### src/hw/rtl/b32g_pkg.sv
package b32g_pkg;

  // Group geometry
  localparam int unsigned GROUP_NIBBLES = 5;
  localparam int unsigned ACC_W         = 20;
  localparam int unsigned DIGIT_W       = 5;
  localparam int unsigned LEFT_W        = 3;
  localparam int unsigned TOTAL_W       = 12;
  localparam int unsigned CHAR_W        = 7;

  // Group queue between front and back
  localparam int unsigned QUEUE_DEPTH   = 4;
  localparam int unsigned QPTR_W        = 2;
  localparam int unsigned QCNT_W        = 3;

  localparam logic [LEFT_W-1:0] LEFT_FULL = 3'd5;

  // One completed group: its value and the index of its leading digit
  typedef struct packed {
    logic [ACC_W-1:0] value;
    logic [1:0]       last_idx;
  } group_t;

  // Remainder by five: 16 is 1 mod 5, so nibble sums keep the remainder
  function automatic logic [2:0] mod5(input logic [TOTAL_W-1:0] x);
    logic [5:0] s1;
    logic [4:0] s2;
    s1 = {2'b00, x[11:8]} + {2'b00, x[7:4]} + {2'b00, x[3:0]};
    s2 = {3'b000, s1[5:4]} + {1'b0, s1[3:0]};
    if (s2 >= 5'd15) s2 = s2 - 5'd15;
    if (s2 >= 5'd10) s2 = s2 - 5'd10;
    if (s2 >= 5'd5)  s2 = s2 - 5'd5;
    return s2[2:0];
  endfunction

  // Base32 digit to ASCII: '0'-'9' then 'a'-'v'
  function automatic logic [CHAR_W-1:0] digit_char(input logic [DIGIT_W-1:0] d);
    logic [CHAR_W-1:0] c;
    if (d < 5'd10) c = 7'd48 + {2'b00, d};
    else           c = 7'd87 + {2'b00, d};
    return c;
  endfunction

  // Index of the leading digit; a zero group prints all four digits
  function automatic logic [1:0] lead_idx(input logic [ACC_W-1:0] v);
    logic [1:0] r;
    if (v == '0 || v[19:15] != '0) r = 2'd3;
    else if (v[14:10] != '0)       r = 2'd2;
    else if (v[9:5] != '0)         r = 2'd1;
    else                           r = 2'd0;
    return r;
  endfunction

endpackage

### src/hw/rtl/b32g_front.sv
module b32g_front #(
  parameter int unsigned MAX_MESSAGE_NIBBLES = 4095
) (
  input  logic                              clk,
  input  logic                              rst,
  input  logic                              push,
  input  logic [3:0]                        nibble,
  input  logic                              start_req,
  input  logic [b32g_pkg::TOTAL_W-1:0]      total_nibbles,
  input  logic                              q_full,
  output logic                              q_push,
  output b32g_pkg::group_t                  q_data
);

  localparam int unsigned MAX_CLAMP = (MAX_MESSAGE_NIBBLES > 4095) ? 4095 : MAX_MESSAGE_NIBBLES;
  localparam logic [b32g_pkg::TOTAL_W-1:0] MAX_TOTAL = MAX_CLAMP[b32g_pkg::TOTAL_W-1:0];

  logic [b32g_pkg::ACC_W-1:0]  acc;
  logic [b32g_pkg::ACC_W-1:0]  acc_next;
  logic [b32g_pkg::LEFT_W-1:0] left;
  logic [b32g_pkg::LEFT_W-1:0] left_next;

  logic                          accept;
  logic [b32g_pkg::TOTAL_W-1:0]  total_sat;
  logic [2:0]                    rem;
  logic [b32g_pkg::LEFT_W-1:0]   left_eff;
  logic [b32g_pkg::LEFT_W-1:0]   left_dec;
  logic [b32g_pkg::ACC_W-1:0]    acc_base;
  logic [b32g_pkg::ACC_W-1:0]    acc_shift;

  assign accept = push && !q_full;

  // Size of the current group (from the announced length on a start) and the shifted word
  always_comb begin
    total_sat = (total_nibbles > MAX_TOTAL) ? MAX_TOTAL : total_nibbles;
    rem       = b32g_pkg::mod5(total_sat);
    if (start_req) left_eff = (rem == 3'd0) ? b32g_pkg::LEFT_FULL : rem;
    else           left_eff = left;
    if (left_eff == '0 || left_eff > b32g_pkg::LEFT_FULL) left_eff = b32g_pkg::LEFT_FULL;
    left_dec  = left_eff - 3'd1;
    acc_base  = start_req ? '0 : acc;
    acc_shift = {acc_base[b32g_pkg::ACC_W-5:0], nibble};
  end

  // Gather nibbles; hand a completed group to the queue
  always_comb begin
    acc_next  = acc;
    left_next = left;
    q_push    = 1'b0;
    if (accept) begin
      if (left_dec == '0) begin
        q_push    = 1'b1;
        acc_next  = '0;
        left_next = b32g_pkg::LEFT_FULL;
      end else begin
        acc_next  = acc_shift;
        left_next = left_dec;
      end
    end
  end

  assign q_data.value    = acc_shift;
  assign q_data.last_idx = b32g_pkg::lead_idx(acc_shift);

  always_ff @(posedge clk) begin
    if (rst) begin
      acc  <= '0;
      left <= '0;
    end else begin
      acc  <= acc_next;
      left <= left_next;
    end
  end

  // Count never leaves 0..5
  a_left_range: assert property (@(posedge clk) disable iff (rst)
    left <= b32g_pkg::LEFT_FULL)
    else $error("group counter out of range");

  // A group is handed over only with room in the queue
  a_push_room: assert property (@(posedge clk) disable iff (rst)
    q_push |-> !q_full)
    else $error("group pushed into full queue");

endmodule

### src/hw/rtl/b32g_queue.sv
module b32g_queue (
  input  logic              clk,
  input  logic              rst,
  input  logic              wr_en,
  input  b32g_pkg::group_t  wr_data,
  output logic              full,
  input  logic              rd_en,
  output b32g_pkg::group_t  rd_data,
  output logic              empty
);

  b32g_pkg::group_t                 mem [b32g_pkg::QUEUE_DEPTH];
  logic [b32g_pkg::QPTR_W-1:0]      wr_ptr;
  logic [b32g_pkg::QPTR_W-1:0]      rd_ptr;
  logic [b32g_pkg::QCNT_W-1:0]      count;
  logic                             do_wr;
  logic                             do_rd;

  assign full    = (count == b32g_pkg::QUEUE_DEPTH[b32g_pkg::QCNT_W-1:0]);
  assign empty   = (count == '0);
  assign do_wr   = wr_en && !full;
  assign do_rd   = rd_en && !empty;
  assign rd_data = mem[rd_ptr];

  // Storage
  always_ff @(posedge clk) begin
    if (do_wr) mem[wr_ptr] <= wr_data;
  end

  // Pointers and fill count
  always_ff @(posedge clk) begin
    if (rst) begin
      wr_ptr <= '0;
      rd_ptr <= '0;
      count  <= '0;
    end else begin
      if (do_wr) wr_ptr <= wr_ptr + 1'b1;
      if (do_rd) rd_ptr <= rd_ptr + 1'b1;
      if (do_wr && !do_rd)      count <= count + 1'b1;
      else if (do_rd && !do_wr) count <= count - 1'b1;
    end
  end

  a_count_range: assert property (@(posedge clk) disable iff (rst)
    count <= b32g_pkg::QUEUE_DEPTH[b32g_pkg::QCNT_W-1:0])
    else $error("queue count overflow");

endmodule

### src/hw/rtl/b32g_back.sv
module b32g_back (
  input  logic                          clk,
  input  logic                          rst,
  input  logic                          q_empty,
  input  b32g_pkg::group_t              q_data,
  output logic                          q_pop,
  output logic                          empty,
  input  logic                          pop,
  output logic [b32g_pkg::CHAR_W-1:0]   character,
  output logic                          group_last
);

  // Working group and its current digit index
  logic [b32g_pkg::ACC_W-1:0] work_val;
  logic [1:0]                 idx;
  logic                       work_valid;
  logic                       out_valid;

  logic                           out_free;
  logic                           adv;
  logic                           work_done;
  logic [b32g_pkg::DIGIT_W-1:0]   digit;

  assign out_free  = !out_valid || pop;
  assign adv       = work_valid && out_free;
  assign work_done = adv && (idx == 2'd0);
  assign q_pop     = !q_empty && (!work_valid || work_done);
  assign empty     = !out_valid;

  // Digit pick, most significant first
  always_comb begin
    case (idx)
      2'd3:    digit = work_val[19:15];
      2'd2:    digit = work_val[14:10];
      2'd1:    digit = work_val[9:5];
      default: digit = work_val[4:0];
    endcase
  end

  // Work register control
  always_ff @(posedge clk) begin
    if (rst) begin
      work_valid <= 1'b0;
    end else if (q_pop) begin
      work_valid <= 1'b1;
    end else if (work_done) begin
      work_valid <= 1'b0;
    end
  end

  always_ff @(posedge clk) begin
    if (q_pop) begin
      work_val <= q_data.value;
      idx      <= q_data.last_idx;
    end else if (adv) begin
      idx      <= idx - 2'd1;
    end
  end

  // Output word register
  always_ff @(posedge clk) begin
    if (rst) begin
      out_valid <= 1'b0;
    end else if (out_free) begin
      out_valid <= adv;
    end
  end

  always_ff @(posedge clk) begin
    if (adv) begin
      character  <= b32g_pkg::digit_char(digit);
      group_last <= (idx == 2'd0);
    end
  end

  // Last flag follows the final digit of the working group
  a_last_flag: assert property (@(posedge clk) disable iff (rst)
    adv |=> (group_last == $past(idx == 2'd0)))
    else $error("group_last mismatch");

  // A word is loaded only into a free output register
  a_no_overwrite: assert property (@(posedge clk) disable iff (rst)
    (out_valid && !pop) |=> out_valid)
    else $error("pending word dropped");

endmodule

### src/hw/rtl/nibble_to_base32_grouper.sv
// A group is queued with its last nibble; its characters then pass the back end's work and
// output registers. One nibble a cycle goes in while full is low; one character a cycle comes
// out while pop is high, set by the back end. A 4-entry group queue parts front and back;
// full rises only when it is full. Reset (rst, synchronous, active high) empties the queue
// and clears the group accumulator and counter; the first group after reset holds 5 nibbles.
module nibble_to_base32_grouper #(
  parameter int unsigned MAX_MESSAGE_NIBBLES = 4095
) (
  input  logic                             clk,
  input  logic                             rst,
  input  logic                             push,
  output logic                             full,
  input  logic [3:0]                       nibble,
  input  logic                             start_req,
  input  logic [b32g_pkg::TOTAL_W-1:0]     total_nibbles,
  output logic                             empty,
  input  logic                             pop,
  output logic [b32g_pkg::CHAR_W-1:0]      character,
  output logic                             group_last
);

  logic             q_push;
  logic             q_full;
  logic             q_pop;
  logic             q_empty;
  b32g_pkg::group_t q_wdata;
  b32g_pkg::group_t q_rdata;

  assign full = q_full;

  b32g_front #(
    .MAX_MESSAGE_NIBBLES(MAX_MESSAGE_NIBBLES)
  ) u_front (
    .clk          (clk),
    .rst          (rst),
    .push         (push),
    .nibble       (nibble),
    .start_req    (start_req),
    .total_nibbles(total_nibbles),
    .q_full       (q_full),
    .q_push       (q_push),
    .q_data       (q_wdata)
  );

  b32g_queue u_queue (
    .clk    (clk),
    .rst    (rst),
    .wr_en  (q_push),
    .wr_data(q_wdata),
    .full   (q_full),
    .rd_en  (q_pop),
    .rd_data(q_rdata),
    .empty  (q_empty)
  );

  b32g_back u_back (
    .clk       (clk),
    .rst       (rst),
    .q_empty   (q_empty),
    .q_data    (q_rdata),
    .q_pop     (q_pop),
    .empty     (empty),
    .pop       (pop),
    .character (character),
    .group_last(group_last)
  );

endmodule

### config.mk
export PLATFORM = sky130hd
export DESIGN_NAME = nibble_to_base32_grouper
export DESIGN_NICKNAME = d
export VERILOG_FILES = /design/src/hw/rtl/b32g_pkg.sv /design/src/hw/rtl/b32g_front.sv /design/src/hw/rtl/b32g_queue.sv /design/src/hw/rtl/b32g_back.sv /design/src/hw/rtl/nibble_to_base32_grouper.sv
export SDC_FILE = /design/constraint.sdc
export NUM_CORES = 1
export LEC_CHECK = 0
export BUFFER_PORTS_ARGS = -buffer_cell sky130_fd_sc_hd__buf_2
export CORE_ASPECT_RATIO = 0.75
export CORE_UTILIZATION = 40
export DETAILED_ROUTE_END_ITERATION = 12
export MAX_ROUTING_LAYER = met4
export PLACE_DENSITY_LB_ADDON = 0.2
export SLEW_MARGIN = 25
export SYNTH_ARGS = -nofsm -noshare
export SYNTH_HDL_FRONTEND = slang
export SYNTH_HIERARCHICAL = 1
export SYNTH_SLANG_ARGS = --single-unit
### constraint.sdc
create_clock -name clk -period 10.8 [get_ports clk]
set_input_delay 1.62 -clock clk [delete_from_list [all_inputs] [get_ports clk]]
set_output_delay 1.62 -clock clk [all_outputs]
set_load 0.05 [all_outputs]
======== After elaboration in Yosys (flattened, before gate mapping) ========
Memories as Yosys holds them, arrays and structs flattened. A register that Yosys moved wholly into a read port is not among the register bits.
Cells that the tools add are included.
word-level totals
  bits in writable memories ............... 88
  input bits .............................. 21
  bits in registers ....................... 58
  memories ................................ 1
  word-level logic and storage cells ...... 93
cells by class
  multiplexer cells ....................... 27
  equality and inequality tests ........... 4
  add/sub/neg operators ................... 14
  reduce and logical (&&, ||, !) cells .... 30
  magnitude comparators ................... 6
memory list
  memory       words  width  read ports  clocked after Yosys merged registers in  wr ports  RTL line          source
  u_queue.mem  4      22     1           1                                        1         b32g_queue.sv:12  b32g_pkg::group_t mem [b32g_pkg::QUEUE_DEPTH];
operators with widths
  cell                  count
  $mux 16               2
  $mux 3                7
  $logic_not 20->1      1
  $pmux 5 s3            1
  $reduce_bool 5->1     3
  $gt 12x12->1 const B  1
  $logic_not 3->1       4
  $mux 12               1
  $mux 2                6
  $ge 5x4->1 const B    2
  $mux 5                2
  $sub 5x4->5 const B   2
  $logic_and 1x1->1     8
  $add 6x5->7 const A   1
  $add 7x5->7 const A   1
  $mux 1                7
  $mux 7                1
  $add 6x4->6           1
  $logic_not 1->1       6
  $reduce_bool 2->1     3
  $sub 3x1->3 const B   2
  $add 2x4->5           1
  $add 4x4->5           1
  $ge 5x3->1 const B    1
  11 further kinds      16

======== Logic depth before layout (Yosys ltp) ========
Gate-level depths: netlist of the first run.
  depth after elaboration ................. 26
  depth in mapped cells ................... 41
  gate-level depth less buffers ........... 39

======== Cells and area by module ========
Netlist of the first run, hierarchy kept.
by module, submodules not included
  module      cells an instance  area each (sq um)  times used
  b32g_queue  162                3648.5             1
  b32g_front  205                1796.7             1
  b32g_back   95                 1380.1             1

======== Worst setup path after synthesis of the first run ========
No wires, ideal clock.
  path kind ............................... input port to flip-flop
  start ................................... in total_nibbles[1] in the netlist's numbering
  end ..................................... reg u_queue/count[2] in the netlist's numbering
  stages on the path ...................... 41
  data required time ...................... 10.730 ns
  path slack .............................. 1.418 ns
  data arrival time ....................... 9.312 ns
  path buffers ............................ 2
  path through ............................ inv_1 fa_1 inv_1 ha_1 fa_1 a21oi_1 nor2b_1 ha_1 a21o_1 a21oi_1 nor2_1 and3_1 ha_1 a31o_4 mux2i_1 or2_0 buf_2 or2_1 [... 5 more ...] o31ai_1 o21ai_2 xnor2_1 a31oi_1 inv_1 ha_1 nand2b_1 mux2_4 buf_6 nor2_1 inv_1 nor2_2 ha_1 inv_1 fa_1 xor2_1 or3_1 a21oi_1
on the way
  cells in the longest elaborated chain, start to end .. 25
  elaborated cells on any way between the ends .. 31
RTL lines
  element                                    RTL line                        source
  from (decl)                                nibble_to_base32_grouper.sv:15  input logic [b32g_pkg::TOTAL_W-1:0] total_nibbles,
  $gt 12x12->1                               b32g_front.sv:35                total_sat = (total_nibbles > MAX_TOTAL) ? MAX_TOTAL : total_nibbles;
  $mux 12 (*)                                b32g_front.sv:35
  $add 4x4->5                                b32g_pkg.sv:28                  s1 = {2'b00, x[11:8]} + {2'b00, x[7:4]} + {2'b00, x[3:0]};
  $add 6x4->6 (*)                            b32g_pkg.sv:28
  $add 2x4->5 (*)                            b32g_pkg.sv:29                  s2 = {3'b000, s1[5:4]} + {1'b0, s1[3:0]};
  $sub 5x4->5 or $ge 5x4->1 (tied branches)  b32g_pkg.sv:30                  if (s2 >= 5'd15) s2 = s2 - 5'd15;
  $mux 5 (*)                                 b32g_pkg.sv:30
  $sub 5x4->5 or $ge 5x4->1 (tied branches)  b32g_pkg.sv:31                  if (s2 >= 5'd10) s2 = s2 - 5'd10;
  [... 11 more ...]                          --
  $mux 1 (*)                                 b32g_front.sv:51                if (left_dec == '0) begin
  $mux 1 (*)                                 b32g_front.sv:50                if (accept) begin
  net q_push                                 nibble_to_base32_grouper.sv:22  logic q_push;
  $logic_and 1x1->1 (*)                      b32g_queue.sv:21                assign do_wr = wr_en && !full;
  net u_queue.do_wr                          b32g_queue.sv:16                logic do_wr;
  $logic_not 1->1                            b32g_queue.sv:40                else if (do_rd && !do_wr) count <= count - 1'b1;
  $logic_and 1x1->1                          b32g_queue.sv:40
  $reduce_bool 2->1 (no source line)         --
  to (signal assigned)                       b32g_queue.sv:39                if (do_wr && !do_rd) count <= count + 1'b1;
  to (signal assigned)                       b32g_queue.sv:40
  to (decl)                                  b32g_queue.sv:15                logic [b32g_pkg::QCNT_W-1:0] count;
The timed path passes the listed nets; every way through them passes the cells marked *.
A chain may end at the register's enable or synchronous reset.

======== Worst setup path after layout of the first run ========
Ends and elaborated chain as after synthesis.

==> implementation parameters, run 1 <==
Parameter                              Value

Run status
  Status    completed

CTS
  CTS resizes    0
  Clock-pin transition on the worst setup and hold timing paths    0.06 ns
  Clock buffers created by TritonCTS    17
  Root buffer cell    clkbuf_16
  Clock Tree Buf Depth    2
  CTS H-Tree Depth    4
  Clock latency at the later pin of the worst-skew pair    0.42 ns
  Setup Fix Bufs, Post-CTS    0
  Number of sinks driven by the clock tree    148
  Number of hold buffers added after CTS    0
  TritonCTS clock tree    done

Synth
  Main flop type after synthesis    edfxtp_1
  Warning count from the yosys run    6
  Count of different cell masters after synthesis    76
  Count of flip-flops with a built-in enable after synthesis    118
  Yosys top cell area share    51.9%
  Average cell area after synthesis    14.8 µm²
  Most common cell in the netlist    edfxtp_1
  Leading cell types by total area after synthesis    edfxtp_1 52%, dfxtp_1 8.8%, mux4_2 6.6%
  Cells after synthesis    462
  Cell area after synthesis    0.00683 mm²
  Dominant cell type by area after synthesis    edfxtp_1
  Net count after synthesis    511
  Synthesized flop and latch total    148
  Commonest cells in the synthesized netlist    118 x edfxtp_1, 30 x dfxtp_1, 23 x nor2_1
  Share of synthesized registers carrying an async set or reset    0%
  Sequential share of the synthesized area    60.7%

Finish
  Final-layout fill cell count    1,379
  Net count reported at finish    546
  Diode insertion count for antenna repair    0
  Area growth from synthesis to layout    13.6%
  Non-filler cells in the finished layout    720
  Proportion of layout cells with a drive suffix above 1    21.4%

Setup path
  R2r startpoint    u_front/left[2]
  Critical setup path kind    input pin to flop
  Reg2reg setup slack    7.34 ns
  Setup crit end kind    flop
  Worst flop-to-flop path endpoint    u_queue/count[2]
  Element type at the critical path start    input pin
  Crit path top cell by count    ha_1
  Worst-path maximum fanout    18
  Crit path max-delay cell type    fa_1
  CP max stage delay    0.54 ns
  Register-to-Register Path Depth    16
  Crit path required time    11.15 ns
  Worst EP arrival    9.94 ns

Timing
  Fin crit period    9.60 ns
  Fin Setup TNS    0 ns
  Unrepaired setup endpoints after global routing    no
  Final Hold Violating Endpoints    0
  Worst relative slew slack    52.6%
  Slew Limit Fails    0
  Actual slew at the worst max-slew pin    0.711 ns
  Number of setup violations in the final report    0
  Crit share post-route    88.9%
  Maximum clock frequency    0.104 GHz
  Clock skew after layout    0.00927 ns

Floorplan
  Cell row count    40
  Die width    153 µm
  Effective utilization at floorplan    41.7%
  Placeable core area    0.0164 mm²
  Count of pins on the block boundary    31
  Die Footprint    0.0176 mm²
  Die extent in y    115 µm

Routing
  Number of vias per cell    5.50
  Total iterations of the first detailed-routing run    5
  Number of nets with antenna violations after routing    0
  Vias after detailed routing    3,958
  Wire length per cell    18.2 µm
  Detailed Route WL    13.1 mm
  Detailed router's first-iteration violation count    280
  Residual DRC    0

GRT
  Pin count of the biggest net entering global routing    25
  Initial antenna violation count    0
  Vias in the first global route    3,981
  First-pass GRT wire length    21.1 mm
  Total overflow reported by the global router    0
  Global-route usage over all layers    16.7%

Placed design
  Routability congestion estimate from global placement    0.848
  Number of buffers added on ports    30
  Dpl hpwl    8.64 mm
  Placed Instances    688

Run
  Number of violations of the max-capacitance limit    0

Power
  Pwr Total    0.00248 W
  Leakage dissipation    2.80 nW
  P per Cell Area    320 mW/mm²
  Peak VDD IR    0.000192 V

Worst hold path
  Worst hold path cell count    1
  Hold WC Path Type    flop to flop
  Hold-critical path endpoint    u_front/acc[5]
  Start point of the worst hold path    u_front/acc[5]
cells in the final DEF (no fill, tap or decap), types with 4 or more instances in the layout:
cell type    n
and3_1       4
a21oi_1     13
a32o_1      17
xor2_1       4
and2_1       8
nor3_1       9
edfxtp_1   118
inv_1       22
nor2_1      21
nand3_1      4
nor2b_1     19
dfxtp_1     30
fa_1         7
ha_1        21
a31oi_1      6
mux2i_1      8
nand2_1      9
o21ai_0      9
buf_2       30
xnor2_1      5
mux4_2      20
clkbuf_16   19
nand2b_1     9
buf_4        8
worst max path at each step:
stage                           startpoint          endpoint  cells past startpoint
final                     total_nibbles[1]  u_queue/count[2]                     40
after global routing      total_nibbles[1]  u_queue/count[2]                     40
after CTS                 total_nibbles[1]  u_queue/count[2]                     40
after detailed placement  total_nibbles[1]  u_queue/count[2]                     40
after global placement    total_nibbles[1]  u_queue/count[2]                     40
after floorplan           total_nibbles[1]  u_queue/count[2]                     41
cell type report:
cell class	count	area, µm²	area share (%)
tap	210	263	3.39
clock buffer	21	483	6.23
sequential	148	4140	53.5
timing repair buffer	38	210	2.71
clock inverter	11	97.6	1.26
multi-input combinational	270	2470	31.9
inverter	22	82.6	1.07
per-layer routing:
metal,routed length [µm],track usage [%]
met1,6300,21.5
met2,6120,26.5
met3,586,4.41
met4,116,4.44
met5,0,-
registers in the layout (all words and copies together), names as in the netlist, named ones only:
name,cells
u_queue/mem,88
u_back/idx,2
u_queue/rd_ptr,2
u_back/work_valid,1
u_front/left,3
u_back/out_valid,1
u_queue/count,3
u_front/acc,16
u_queue/wr_ptr,2
u_back/group_last,1
u_back/work_val,20
u_back/character,7
worst max-delay path: cells and delay by family:
| family | cells | cell delay (ns) |
|---|---|---|
| XOR/XNOR | 2 | 0.29 |
| multiplexers | 2 | 0.52 |
| AO/OA/AOI/OAI | 12 | 2.54 |
| buffers and inverters | 6 | 0.38 |
| AND/OR/NAND/NOR | 9 | 1.84 |
| adder cells (fa/ha/maj) | 9 | 2.76 |
per-stage QoR:
stage | setup WS, ns | hold slack, ns | utilization (%) | area (µm²)
floorplan | 1.42 | 0.434 | - | 6830
global placement | 0.990 | 0.441 | 43.8 | 7170
detailed placement | 0.773 | 0.447 | 43.8 | 7170
CTS | 1.21 | 0.460 | 47.3 | 7750
global route | 0.589 | 0.476 | 47.4 | 7750
finish | 1.20 | 0.458 | 47.4 | 7750
kinds of logic after synthesis:
family                     synth area share, %
buffers and inverters                     3.15
adders and majority gates                 5.90
muxes                                     9.26
and+or+nand+nor                           8.54
other                                   0.0549
DFF                                       60.7
AOI/OAI and AO/OA                         10.5
xor gates and xnor gates                  1.87
where the power goes:
| group | internal (W) | switching [W] |
|---|---|---|
| registers | 0.000794 | 0.0000410 |
| logic | 0.000421 | 0.000655 |
| clock network | 0.000344 | 0.000227 |
No activity file was read; power rests on OpenSTA's default activity.
==> run 2, diff against run 1 <==
--- a/config.mk
+++ b/config.mk
@@ -7,6 +7,7 @@
 export LEC_CHECK = 0
 export BUFFER_PORTS_ARGS = -buffer_cell sky130_fd_sc_hd__buf_2
 export CORE_ASPECT_RATIO = 0.75
+export CORE_MARGIN = 2
 export CORE_UTILIZATION = 40
 export DETAILED_ROUTE_END_ITERATION = 12
 export MAX_ROUTING_LAYER = met4
==> constraint.sdc (replaced) <==
create_clock -name clk -period 9 [get_ports clk]
set_input_delay 1.35 -clock clk [delete_from_list [all_inputs] [get_ports clk]]
set_output_delay 1.35 -clock clk [all_outputs]
set_load 0.05 [all_outputs]
==> run 2 against run 1 <==
Effect of this change: cell area grew 2.9%; register-to-register slack worse by 1.4 ns; largest power group unchanged; largest cell class unchanged; flip-flop and latch count did not move; setup slack worse by 0.70 ns.
==> implementation parameters, run 2 (synthesized netlist as in run 1, its figures left out) <==
Parameter                              Value

Run status
  Status    completed

Setup path
  Crit path required time    9.34 ns
  Worst flop-to-flop path endpoint    u_queue/count[2]
  Setup crit end kind    flop
  Worst EP arrival    8.84 ns
  R2r startpoint    u_front/left[2]
  Combined buffer and inverter count along the critical path    6
  Worst-path maximum fanout    6
  CP max stage delay    0.54 ns
  Critical setup path kind    input pin to flop
  Crit path max-delay cell type    fa_1
  Reg2reg setup slack    5.90 ns
  Register-to-Register Path Depth    16
  Crit-path leading delay family    adder cells
  Element type at the critical path start    input pin

CTS
  Clock-pin transition on the worst setup and hold timing paths    0.06 ns
  CTS H-Tree Depth    4
  Clock buffers created by TritonCTS    17
  TritonCTS clock tree    done
  Clock Tree Buf Depth    2
  Number of sinks driven by the clock tree    148
  Root buffer cell    clkbuf_16
  Clock latency at the later pin of the worst-skew pair    0.41 ns

Floorplan
  Count of pins on the block boundary    31
  Effective utilization at floorplan    40.7%
  Die extent in y    117 µm
  Cell row count    41
  Die width    155 µm
  Die Footprint    0.0181 mm²
  Placeable core area    0.0168 mm²

Routing
  Vias after detailed routing    3,943
  Detailed router's first-iteration violation count    364
  Number of vias per cell    5.36
  Number of nets with antenna violations after routing    0
  Wire length per cell    17.6 µm
  Residual DRC    0
  Total iterations of the first detailed-routing run    5
  Detailed Route WL    12.9 mm

Timing
  Fin Setup TNS    0 ns
  Fin crit period    8.50 ns
  Unrepaired setup endpoints after global routing    no
  Clock skew after layout    0.00834 ns
  Actual slew at the worst max-slew pin    1.01 ns
  Final worst setup slack    0.499 ns
  Slew Limit Fails    0
  Maximum clock frequency    0.118 GHz
  Crit share post-route    94.5%
  Final Hold Violating Endpoints    0
  Worst relative slew slack    32.5%
  Number of setup violations in the final report    0
  Worst hold slack after final layout    0.456 ns

Finish
  Registers with the most flip-flops    u_queue/mem: 88 flops, u_back/work_val: 20 flops, u_front/acc: 16 flops
  Diode insertion count for antenna repair    0
  Most common library cell in the layout ignoring fill and taps    edfxtp_1
  Commonest cells after routing, fill and taps aside    118 x edfxtp_1, 30 x buf_2, 30 x dfxtp_1
  Proportion of layout cells with a drive suffix above 1    24.4%
  Area growth from synthesis to layout    16.8%
  End-of-flow core utilization    47.5%
  Net count reported at finish    557
  Flip-flop count of the largest register, all copies and words added    88
  Top register by number of flip-flops    u_queue/mem

Placed design
  Dpl hpwl    8.68 mm
  Routability congestion estimate from global placement    0.876
  Setup slack after placement    -0.0774 ns
  Number of buffers added on ports    30

Worst hold path
  Start point of the worst hold path    u_front/acc[6]
  Worst hold path cell count    1
  Hold WC Path Type    flop to flop
  Hold-critical path endpoint    u_front/acc[6]

GRT
  Pin count of the biggest net entering global routing    25
  Total overflow reported by the global router    0
  Initial antenna violation count    0
  Global-route usage over all layers    15.9%
  Vias in the first global route    3,953
  First-pass GRT wire length    21.1 mm

Run
  Number of violations of the max-capacitance limit    0

Power
  Leakage dissipation    2.88 nW
  Peak VDD IR    0.000227 V
  P per Cell Area    393 mW/mm²
## run 2: cell types whose count changed in the layout (fill, tap and decap cells not counted), moves of 2 or more
cell       before  now
inv_6           0    2
clkbuf_16      19   17
a21oi_2         1    3
bufinv_16       1    4
inv_4           2    0
buf_12          0    4
ha_1           21   19
a21oi_1        13   10
buf_4           8   15
## run 2: through the flow
step / cell area, µm² / instances / power (W)
after floorplan: 6830 / 462 / 0.00205
after global placement: 7300 / 703 / 0.00237
after detailed placement: 7300 / 703 / 0.00239
after CTS: 7920 / 735 / 0.00313
after global routing: 7970 / 736 / 0.00334
final: 7970 / 736 / 0.00314
## run 2: worst max path at each step
stage	from	slack, ns	cells after the start	end
6_report	total_nibbles[1]	0.50	39	u_queue/count[2]
3_3_place_gp	total_nibbles[1]	0.10	40	u_queue/count[2]
3_5_place_dp	total_nibbles[1]	-0.08	40	u_queue/count[2]
4_1_cts	total_nibbles[1]	0.35	40	u_queue/count[2]
5_1_grt	total_nibbles[1]	0.008	39	u_queue/count[2]
2_1_floorplan	total_nibbles[1]	0.03	41	u_queue/count[2]
## run 2: report_power, final
group          total, W  switching [W]  internal (W)
combinational   0.00140       0.000810      0.000592
clock          0.000728       0.000264      0.000464
sequential      0.00101      0.0000532      0.000953
total           0.00314        0.00113       0.00201
## run 2: layout make-up
class / instances / area [µm²]
timing repair buffer: 49 / 343
multi-input combinational: 270 / 2520
tap: 215 / 269
inverter: 22 / 82.6
clock buffer: 19 / 433
clock inverter: 13 / 181
fill: 1436 / 8800
sequential: 148 / 4140
## run 2: worst reg2reg max path, cell delays in order, from the launching register on
cell and delay (ns):
dfxtp_1 0.40, xnor2_1 0.14, nor3_1 0.06, a31oi_1 0.19
inv_1 0.07, ha_1 0.23, nand2b_1 0.15, mux2_4 0.27
nor2_1 0.08, inv_1 0.09, nor2_4 0.14, ha_1 0.19
inv_1 0.06, fa_1 0.37, xor2_1 0.16, or3_1 0.31
a21oi_1 0.14
## run 2: repair_timing
item                                    4_1_cts  5_1_grt
gates resized for setup                       0       11
endpoints found under the setup margin        0        1
buffers inserted                              0        1
hold buffers                                  0        0
## run 2: routing by layer
layer	track usage [%]	routed length (µm)	share of wire, %	vias up
met1	22.1	6470	50	1954
met5	-	0	0	-
met3	3.20	477	3.7	10
met4	4.26	117	0.90	0
li1	-	-	-	1895
met2	24.3	5880	45	84
==> run 3, diff against run 2 <==
--- a/config.mk
+++ b/config.mk
@@ -5,6 +5,7 @@
 export SDC_FILE = /design/constraint.sdc
 export NUM_CORES = 1
 export LEC_CHECK = 0
+export ABC_AREA = 1
 export BUFFER_PORTS_ARGS = -buffer_cell sky130_fd_sc_hd__buf_2
 export CORE_ASPECT_RATIO = 0.75
 export CORE_MARGIN = 2
==> constraint.sdc (replaced) <==
create_clock -name clk -period 7.34 [get_ports clk]
set_input_delay 1.101 -clock clk [delete_from_list [all_inputs] [get_ports clk]]
set_output_delay 1.101 -clock clk [all_outputs]
set_load 0.05 [all_outputs]
==> run 3 against run 2 <==
Effect of this change: clock-buffer cell count down 2; synthesized cell count up 52%; wire length up 18%; critical path type unchanged; synthesized area up 4.9%; clock power up 19%; largest cell class unchanged; global-route usage up 1.7 points; largest power group unchanged.
==> implementation parameters, run 3 <==
Parameter                              Value

Run status
  Status    completed

Placed design
  Placed Instances    967
  Setup slack after placement    -0.430 ns
  Dpl hpwl    9.84 mm
  Number of buffers added on ports    30
  Routability congestion estimate from global placement    0.830

Floorplan
  Placeable core area    0.0176 mm²
  Die width    158 µm
  Cell row count    42
  Effective utilization at floorplan    40.7%
  Die extent in y    120 µm
  Die Footprint    0.0190 mm²
  Count of pins on the block boundary    31

Synth
  Most common cell in the netlist    nand2_1
  Cells after synthesis    704
  Xor/xnor cell area share of the yosys netlist    0.489%
  Count of flip-flops with a built-in enable after synthesis    118
  Sequential share of the synthesized area    57.9%
  Warning count from the yosys run    6
  Leading cell types by total area after synthesis    edfxtp_1 49%, dfxtp_1 8.4%, nand2_1 6.9%
  Commonest cells in the synthesized netlist    131 x nand2_1, 118 x edfxtp_1, 91 x nor2_1
  Main flop type after synthesis    edfxtp_1
  Post-synthesis compound-gate area fraction    9.51%
  Yosys top cell area share    49.5%
  Post-synthesis share of cell area spent on and, or, nand and nor gates    19.1%
  Share of synthesized registers carrying an async set or reset    0%
  Cell area after synthesis    0.00716 mm²
  Count of different cell masters after synthesis    45
  Main combinational cell family by area after synthesis    simple AND/OR/NAND/NOR gates
  Post-Synth Adder-Cell Area    5.63%
  Net count after synthesis    753
  Synthesized flop and latch total    148
  Dominant cell type by area after synthesis    edfxtp_1
  Portion of netlist area occupied by mux cells    0%
  Average cell area after synthesis    10.2 µm²

Routing
  Vias after detailed routing    4,910
  Total iterations of the first detailed-routing run    4
  Number of vias per cell    4.87
  Detailed router's first-iteration violation count    415
  Number of nets with antenna violations after routing    0
  Residual DRC    0
  Detailed Route WL    15.3 mm
  Wire length per cell    15.1 µm

Finish
  Commonest cells after routing, fill and taps aside    125 x nand2_1, 118 x edfxtp_1, 86 x nor2_1
  Non-filler cells in the finished layout    1,008
  End-of-flow core utilization    48.0%
  Proportion of layout cells with a drive suffix above 1    24.8%
  Diode insertion count for antenna repair    0
  Flip-flop count of the largest register, all copies and words added    88
  Most common library cell in the layout ignoring fill and taps    nand2_1
  Top register by number of flip-flops    u_queue/mem
  Registers with the most flip-flops    u_queue/mem: 88 flops, u_back/work_val: 20 flops, u_front/acc: 16 flops
  Net count reported at finish    802
  Area growth from synthesis to layout    17.9%

Timing
  Clock skew after layout    0.00804 ns
  Actual slew at the worst max-slew pin    0.947 ns
  Final Hold Violating Endpoints    0
  Fin Setup TNS    0 ns
  Worst relative slew slack    36.5%
  Slew Limit Fails    0
  Final worst setup slack    0.265 ns
  Number of setup violations in the final report    0
  Fin crit period    7.08 ns
  Crit share post-route    96.4%
  Maximum clock frequency    0.141 GHz

GRT
  Initial antenna violation count    0
  First-pass GRT wire length    24.4 mm
  Total overflow reported by the global router    0
  Pin count of the biggest net entering global routing    46
  Global-route usage over all layers    17.7%
  Vias in the first global route    4,655

Setup path
  CP max stage delay    0.63 ns
  Crit-path leading delay family    adder cells
  Critical setup path kind    input pin to flop
  Worst-path maximum fanout    4
  Crit path max-delay cell type    fa_2
  Combined buffer and inverter count along the critical path    7
  Worst EP arrival    7.40 ns
  Crit path top cell by count    nand2_2
  Crit path required time    7.66 ns
  Element type at the critical path start    input pin
  Setup crit end kind    flop

CTS
  Root buffer cell    clkbuf_16
  Clock latency at the later pin of the worst-skew pair    0.42 ns
  Clock buffers created by TritonCTS    17
  Clock-pin transition on the worst setup and hold timing paths    0.06 ns
  CTS H-Tree Depth    4
  Number of sinks driven by the clock tree    148
  TritonCTS clock tree    done
  Clock Tree Buf Depth    2
  Number of hold buffers added after CTS    0

Power
  P per Cell Area    523 mW/mm²
  Leakage dissipation    3.34 nW
  Peak VDD IR    0.000334 V
  Pwr Total    0.00442 W

Worst hold path
  Hold WC Path Type    flop to flop

Run
  Number of violations of the max-capacitance limit    0
==> run 3: path summary, 6_finish.rpt <==
check / start / to / slack (ns) / cells after the start
hold / removal: u_front/acc[1] / u_front/acc[1] / 0.47 / 2
setup / recovery: total_nibbles[10] / u_queue/count[2] / 0.26 / 48
hold reg to reg: u_front/acc[1] / u_front/acc[1] / 0.47 / 2
setup reg to reg: u_queue/count[0] / u_queue/count[2] / 3.86 / 15
==> run 3: what timing repair did <==
action | 4_1_cts | 5_1_grt
resized for setup | 1 | 39
setup buffers | 0 | 9
pin swaps | 0 | 19
endpoints found under the setup margin | 1 | 91
==> run 3: area by class of cell <==
class	instances	area [µm²]
fillers	1592	9160
clock buffers	17	425
inverters	81	314
multi-input cells	446	2670
well taps	242	303
repair buffers	59	418
clock inverters	15	165
flip-flops and latches	148	4140
==> run 3: stage by stage <==
step | area (µm²) | hold WS [ns]
floorplan | 7170 | 0.445
global route | 8440 | 0.490
CTS | 8210 | 0.466
detailed placement | 7610 | 0.457
global placement | 7610 | 0.455
finish | 8440 | 0.467
==> run 3: kinds of logic after synthesis <==
group           count (synthesis)
xor+xnor                        4
other cells                     1
compound gates                111
buf+inv                       110
fa+ha+maj                      28
simple gates                  302
flops                         148
==> run 3: worst min-delay path: stages, from the launching register on <==
cell and delay [ns]:
dfxtp_1 0.31, nand2_1 0.06, a21oi_1 0.05
==> run 3: routing by layer <==
layer | wire [µm] | track usage, % | up-vias
met2 | 7030 | 26.2 | 100
met1 | 7360 | 24.3 | 2355
met3 | 651 | 4.15 | 14
met5 | 0 | - | -
met4 | 207 | 5.35 | 0
li1 | - | - | 2441
==> run 3: power breakdown <==
group	switching, W	internal, W	total [W]
registers	0.0000718	0.00123	0.00130
clock network	0.000334	0.000529	0.000864
logic	0.00143	0.000823	0.00225
total	0.00184	0.00258	0.00442
